`src/rtl/core/silu_pkg.sv`:
```
// shared types, constants and rounding function for the silu activation block
package silu_pkg;

  typedef struct packed {
    logic        valid;
    logic        last;
    logic [15:0] x_bits;
  } tag_t;

  localparam logic [15:0] SIGN_MASK = 16'h8000;
  localparam logic [15:0] HALF_QNAN = 16'h7E00;
  localparam logic [15:0] HALF_PINF = 16'h7C00;
  localparam logic [14:0] INF_MAG   = 15'h7C00;

  // exp(n) saturates to +inf for n >= 12 and to +0 for n <= -18
  localparam logic [14:0] EXP_OVF_MAG = 15'h4A00;
  localparam logic [14:0] EXP_UNF_MAG = 15'h4C80;

  // fixed-point constants for range reduction
  localparam logic signed [17:0] LOG2E_Q16 = 18'sd94548;
  localparam logic signed [40:0] LN2_Q40   = 41'sh0B17217F7D2;

  // taylor coefficients 1/i! with 32 fraction bits
  localparam int HORNER_DEG = 9;
  localparam logic signed [33:0] COEF [0:HORNER_DEG] = '{
    34'(64'd4294967296),
    34'(64'd4294967296),
    34'(64'd4294967296 / 64'd2),
    34'(64'd4294967296 / 64'd6),
    34'(64'd4294967296 / 64'd24),
    34'(64'd4294967296 / 64'd120),
    34'(64'd4294967296 / 64'd720),
    34'(64'd4294967296 / 64'd5040),
    34'(64'd4294967296 / 64'd40320),
    34'(64'd4294967296 / 64'd362880)
  };

  localparam int DIV_STEPS = 13;

  // round a value 1.sig * 2^e to binary16, nearest even, subnormals included
  function automatic logic [15:0] round_pack(input logic sgn, input logic signed [7:0] e,
                                             input logic [35:0] sig, input logic sticky);
    logic signed [7:0] dd;
    logic [3:0]        d;
    logic [59:0]       ext;
    logic [10:0]       keep;
    logic              guard;
    logic              rest;
    logic              inc;
    logic [14:0]       base;
    logic [14:0]       mag;
    dd = -8'sd14 - e;
    if (e >= -8'sd14) begin
      d = 4'd0;
    end else if (dd > 8'sd13) begin
      d = 4'd13;
    end else begin
      d = dd[3:0];
    end
    ext   = {sig, 24'd0} >> d;
    keep  = ext[59:49];
    guard = ext[48];
    rest  = (|ext[47:0]) | sticky;
    inc   = guard & (rest | keep[0]);
    base  = (e >= -8'sd14) ? 15'(e + 8'sd14) : 15'd0;
    mag   = (base << 10) + 15'(keep) + 15'(inc);
    if (e > 8'sd15) begin
      round_pack = {sgn, INF_MAG};
    end else begin
      round_pack = {sgn, mag};
    end
  endfunction

endpackage

```
`src/rtl/core/silu_inc.sv`:
```
// two-stage half-precision add of one: exact fixed-point sum, then normalize and round
module silu_inc (
  input  logic            clk,
  input  logic            rst,
  input  logic            adv,
  input  silu_pkg::tag_t  in_tag,
  input  logic [15:0]     e_bits,
  output silu_pkg::tag_t  out_tag,
  output logic [15:0]     a_bits
);

  logic [4:0]  ef;
  logic [9:0]  man;
  logic [39:0] efix;
  logic [40:0] sum_next;
  logic [5:0]  pos_base;
  logic [5:0]  pos_next;
  logic        special_next;
  logic [15:0] spbits_next;

  always_comb begin
    ef   = e_bits[14:10];
    man  = e_bits[9:0];
    efix = 40'({ef != 5'd0, man}) << ((ef == 5'd0) ? 5'd0 : ef - 5'd1);
    sum_next = 41'(efix) + (41'd1 << 24);
    pos_base = (ef >= 5'd15) ? 6'(ef) + 6'd9 : 6'd24;
    pos_next = sum_next[pos_base + 6'd1] ? pos_base + 6'd1 : pos_base;
    special_next = (ef == 5'h1F);
    spbits_next  = (man != 10'd0) ? silu_pkg::HALF_QNAN : silu_pkg::HALF_PINF;
  end

  silu_pkg::tag_t tag_a;
  logic [40:0]    sum_a;
  logic [5:0]     pos_a;
  logic           special_a;
  logic [15:0]    spbits_a;

  always_ff @(posedge clk) begin
    if (rst) begin
      tag_a <= '0;
    end else if (adv) begin
      tag_a <= in_tag;
    end
  end

  always_ff @(posedge clk) begin
    if (adv) begin
      sum_a     <= sum_next;
      pos_a     <= pos_next;
      special_a <= special_next;
      spbits_a  <= spbits_next;
    end
  end

  logic [40:0]       shifted;
  logic signed [7:0] aexp;
  logic [15:0]       a_next;

  always_comb begin
    shifted = sum_a << (6'd40 - pos_a);
    aexp    = $signed({2'b00, pos_a}) - 8'sd24;
    a_next  = special_a ? spbits_a
            : silu_pkg::round_pack(1'b0, aexp, shifted[40:5], |shifted[4:0]);
  end

  always_ff @(posedge clk) begin
    if (rst) begin
      out_tag <= '0;
    end else if (adv) begin
      out_tag <= tag_a;
    end
  end

  always_ff @(posedge clk) begin
    if (adv) begin
      a_bits <= a_next;
    end
  end

endmodule

```
`config.mk`:
```
export PLATFORM = sky130hd
export DESIGN_NAME = silu_inc
export DESIGN_NICKNAME = d
export VERILOG_FILES = /design/src/rtl/core/silu_pkg.sv /design/src/rtl/core/silu_inc.sv
export SDC_FILE = /design/constraint.sdc
export NUM_CORES = 1
export LEC_CHECK = 0
export ABC_AREA = 1
export CAP_MARGIN = 0
export CORE_MARGIN = 2
export CORE_UTILIZATION = 50
export DETAILED_ROUTE_END_ITERATION = 10
export DONT_BUFFER_PORTS = 1
export SLEW_MARGIN = 0
export SYNTH_ARGS = -nofsm -noshare
export SYNTH_HDL_FRONTEND = slang
export SYNTH_SLANG_ARGS = --single-unit
```
`constraint.sdc`:
```
create_clock -name clk -period 4.1 [get_ports clk]
set_input_delay 0.615 -clock clk [delete_from_list [all_inputs] [get_ports clk]]
set_output_delay 0.615 -clock clk [all_outputs]
set_load 0.01 [all_outputs]
```
==> impl.org <==
** Placed design
- Post-detailed-placement half-perimeter wirelength :: 22.0 mm
- The congestion estimate from routability-driven global placement came to 0.959.
- OpenSTA, run right after detailed placement, puts the worst setup slack at 229 ps.
- Input and output buffers added on the ports amount to 0.
- # placed instances :: 1830

** Synthesis
- Most common flop cell mapped by yosys :: sky130_fd_sc_hd__edfxtp_1
- Share of synthesized area spent on multiplexers :: 0%
- After Yosys synthesis, XOR and XNOR cells account for 1.14% of the synthesized area.
- Sequential elements use 26.5% of the synthesized area.
- Count of mapped cells out of synthesis :: 1620
- The Yosys step of the flow raised 0 warnings.
- Number of distinct library cells after synthesis :: 49
- After synthesis, the largest family of logic cells by area is simple AND/OR/NAND/NOR gates.
- The biggest area contributor in the post-synthesis netlist is sky130_fd_sc_hd__nand2_1.
- Ranked by instance count, the synthesized netlist is headed by sky130_fd_sc_hd__nand2_1, sky130_fd_sc_hd__nand3_1, sky130_fd_sc_hd__inv_1.
- After Yosys synthesis, full adders, half adders and majority gates account for 2.26% of the synthesized area.
- Synthesized cell area :: 0.00998 mm²
- Synthesized flop and latch total :: 100
- Number of enable flip-flop cells after synthesis :: 64
- Simple-Gate Fraction of Synth Area :: 50.6%
- In the post-synthesis netlist, the cell with the most instances is sky130_fd_sc_hd__nand2_1.
- Synth Area in Compound Gates :: 9.64%
- Ranking of synthesized cells by area :: sky130_fd_sc_hd__nand2_1, sky130_fd_sc_hd__edfxtp_1, sky130_fd_sc_hd__nand3_1, sky130_fd_sc_hd__dfxtp_1, sky130_fd_sc_hd__inv_1
- In this run the biggest area consumer among cell types represents 20.6% of the synthesized area.
- Post-Syn Area per Cell :: 6.16 µm²
- Ys async rst share :: 0%

** Finish
- Count of non-filler cells in the finished layout :: 1853
- Share of layout cells above drive strength 1 :: 9.26%
- The net count of the finished layout is 1638.
- Compared with the post-synthesis result, the final layout area differs by 5.38%.
- Antenna fix cells :: 0

** Routing
- Once detail routing completed, the nets flagged for antenna violations numbered 0.
- The detailed router finished its first iteration with 1012 violations.
- Aggregate routed wire length :: 29.0 mm
- The detailed router placed 10500 vias in this run.
- In the routed layout, each cell is associated on average with a via count of 5.64.
- Drt pass-1 iters :: 5
- Number of design rule violations left after detail routing :: 0
- In the final routed layout, each cell accounts on average for 15.6 µm.

** Global route
- First-pass GRT wire length :: 47.7 mm
- Gr ovfl total :: 0
- Overall routing resource usage :: 27.2%
- Entering global routing, the biggest net connects 102 pins.
- Initial antenna violation count :: 0
- The number of global-route vias before repair came to 9425.

** STA
- Headroom to the max-slew limit came out at 38.7%.
- Final critical-path share of the clock period :: 90.3%
- RSZ-0062 raised after global routing :: false
- Least setup slack across all paths after layout :: 396 ps
- Clock skew on the completed layout was measured at 16.3 ps.
- Final setup fails :: 0
- Time the worst path needs with I/O delays and setup :: 3700 ps
- Slew Limit Fails :: 0
- Based on the critical path, the design can be clocked at up to 270 MHz.
- The number of hold-slack violations in the final timing report was 0.
- Slew at the pin closest to its max-slew limit :: 914 ps
- Total Neg Setup Slack :: 0 ps

** Floorplanning
- After floorplanning, the core was sized to cover 0.0195 mm².
- Total I/O pin count :: 71
- Row Count :: 51
- For this configuration, the core starts out at a cell density of 51.1%.
- Die Area :: 0.0211 mm²
- Height of the die :: 145 µm
- Measured along the x axis, the die boundary spans 145 µm.

** Power and ir drop
- Leakage power figure :: 0.00475 µW
- Total power density per cell area :: 554 mW/mm²
- VDD sags by at most 0.251 mV.

** Critical path
- STA puts the critical path data required time at 4150 ps.
- The worst setup path is of the flop to flop kind.
- Crit end category :: flop
- CP Launch Type :: flop
- CP max-delay cell :: sky130_fd_sc_hd__edfxtp_1
- Most prevalent standard cell on the critical path :: sky130_fd_sc_hd__nand2_1
- The number of buffers and inverters on the critical path is 3.
- At the worst endpoint, the arrival time is 3750 ps.
- Critical-path cell list :: buf_4 -> ha_1 -> xnor2_1 -> nor2_1 -> nor2_1 -> nand3_2 -> nand2_4 -> nand2_2 -> nand2_2 -> buf_4 -> nand2_1 -> nand2_1 -> nand2_1 -> nand3_1 -> nand2_1 -> nand2_1 -> o21ai_1 -> nor2_2 -> ha_1 -> inv_1 -> nor2_4 -> nand4_1 -> nand3_1 -> nand3_1
- Biggest cell delay along the critical path :: 450 ps
- Top cell family by delay on the critical path :: simple AND/OR/NAND/NOR gates
- Along the worst path, the maximum fanout reaches 12.

** Hold path
- Class of the most critical hold timing path :: input port to flop

** Clock network
- Clock-pin slew was measured on the worst setup and hold paths at 80 ps.
- Clock tree synthesis inserted a total of 9 buffers.
- Clk sinks :: 100
- H-tree depth :: 3
- The later pin in the worst-skew pair is clocked with a latency of 350 ps.
- Hold buffer count at cts :: 0
- The clock passes through at most 2 buffers.
- TritonCTS built the clock tree.
- CTS placed an instance of sky130_fd_sc_hd__clkbuf_16 at the clock tree root.

** Run status
- Outcome :: finished, final reports clean

** Flow run
- Max-cap check violation count :: 0
-- path summary, 6_finish.rpt --
path | depth (start not counted) | slack (ps) | endpoint | start
max | 24 | 400 | a_bits[12] | pos_a[3]
min | 1 | 330 | tag_a[6] | rst
max reg2reg | 24 | 400 | a_bits[12] | pos_a[3]
min reg2reg | 2 | 450 | tag_a[2] | tag_a[2]
-- area by class of cell --
class                      count  area [µm²]
fill                        2064        9010
multi-input combinational   1311        6380
sequential                   100        2640
inverter                     121         462
timing repair buffer          40         379
tap                          265         332
clock buffer                  10         250
clock inverter                 6        72.6
-- stage by stage --
step | utilization, % | power [µW] | hold WS [ps] | cell area (µm²)
after floorplan | - | 4090 | 436 | 9980
after global placement | 51.7 | 4840 | 437 | 10100
after detailed placement | 51.7 | 4850 | 446 | 10100
after CTS | 53.3 | 5750 | 316 | 10400
after global routing | 53.9 | 6360 | 307 | 10500
final | 53.9 | 5820 | 328 | 10500
-- cells in the final DEF (no fill, tap or decap), types with 18 or more instances in the layout --
master / count
sky130_fd_sc_hd__a21oi_1: 63
sky130_fd_sc_hd__buf_4: 32
sky130_fd_sc_hd__dfxtp_1: 36
sky130_fd_sc_hd__edfxtp_1: 64
sky130_fd_sc_hd__ha_1: 18
sky130_fd_sc_hd__inv_1: 103
sky130_fd_sc_hd__nand2_1: 549
sky130_fd_sc_hd__nand2_2: 22
sky130_fd_sc_hd__nand3_1: 363
sky130_fd_sc_hd__nand4_1: 18
sky130_fd_sc_hd__nor2_1: 91
sky130_fd_sc_hd__o211ai_1: 28
sky130_fd_sc_hd__o21ai_0: 46
sky130_fd_sc_hd__o21ai_1: 22
-- power by group --
| group | leakage (µW) | switching, µW | internal, µW |
|---|---|---|---|
| Clock | 0.000158 | 417 | 473 |
| Combinational | 0.00368 | 2480 | 1160 |
| Sequential | 0.000916 | 84.2 | 1200 |
| Total | 0.00475 | 2990 | 2840 |
-- registers in the layout, summed over array words and instances (netlist names) --
signal,flops
tag_a,18
special_a,1
pos_a,6
sum_a,41
a_bits,15
out_tag,18
spbits_a,1
-- repair_timing --
action	4_1_cts	5_1_grt
buffers inserted	0	6
endpoints found under the setup margin	0	6
resized for setup	0	9
-- cell families (layout without fill, tap and decap cells) --
logic type / after synthesis / count (layout)
compound gates: 170 / 170
fa+ha+maj: 18 / 18
buf+inv: 210 / 177
flops: 100 / 100
simple gates: 1111 / 1111
xor+xnor: 10 / 10
other cells: 1 / 2
-- metal layers --
layer	wire length (µm)	vias up	GRT usage [%]
li1	-	5328	-
met1	13500	4689	39.6
met2	12700	381	41.4
met3	1830	56	3.02
met4	973	0	10.1
met5	0	-	0
Power figures use the tool's default switching activity.
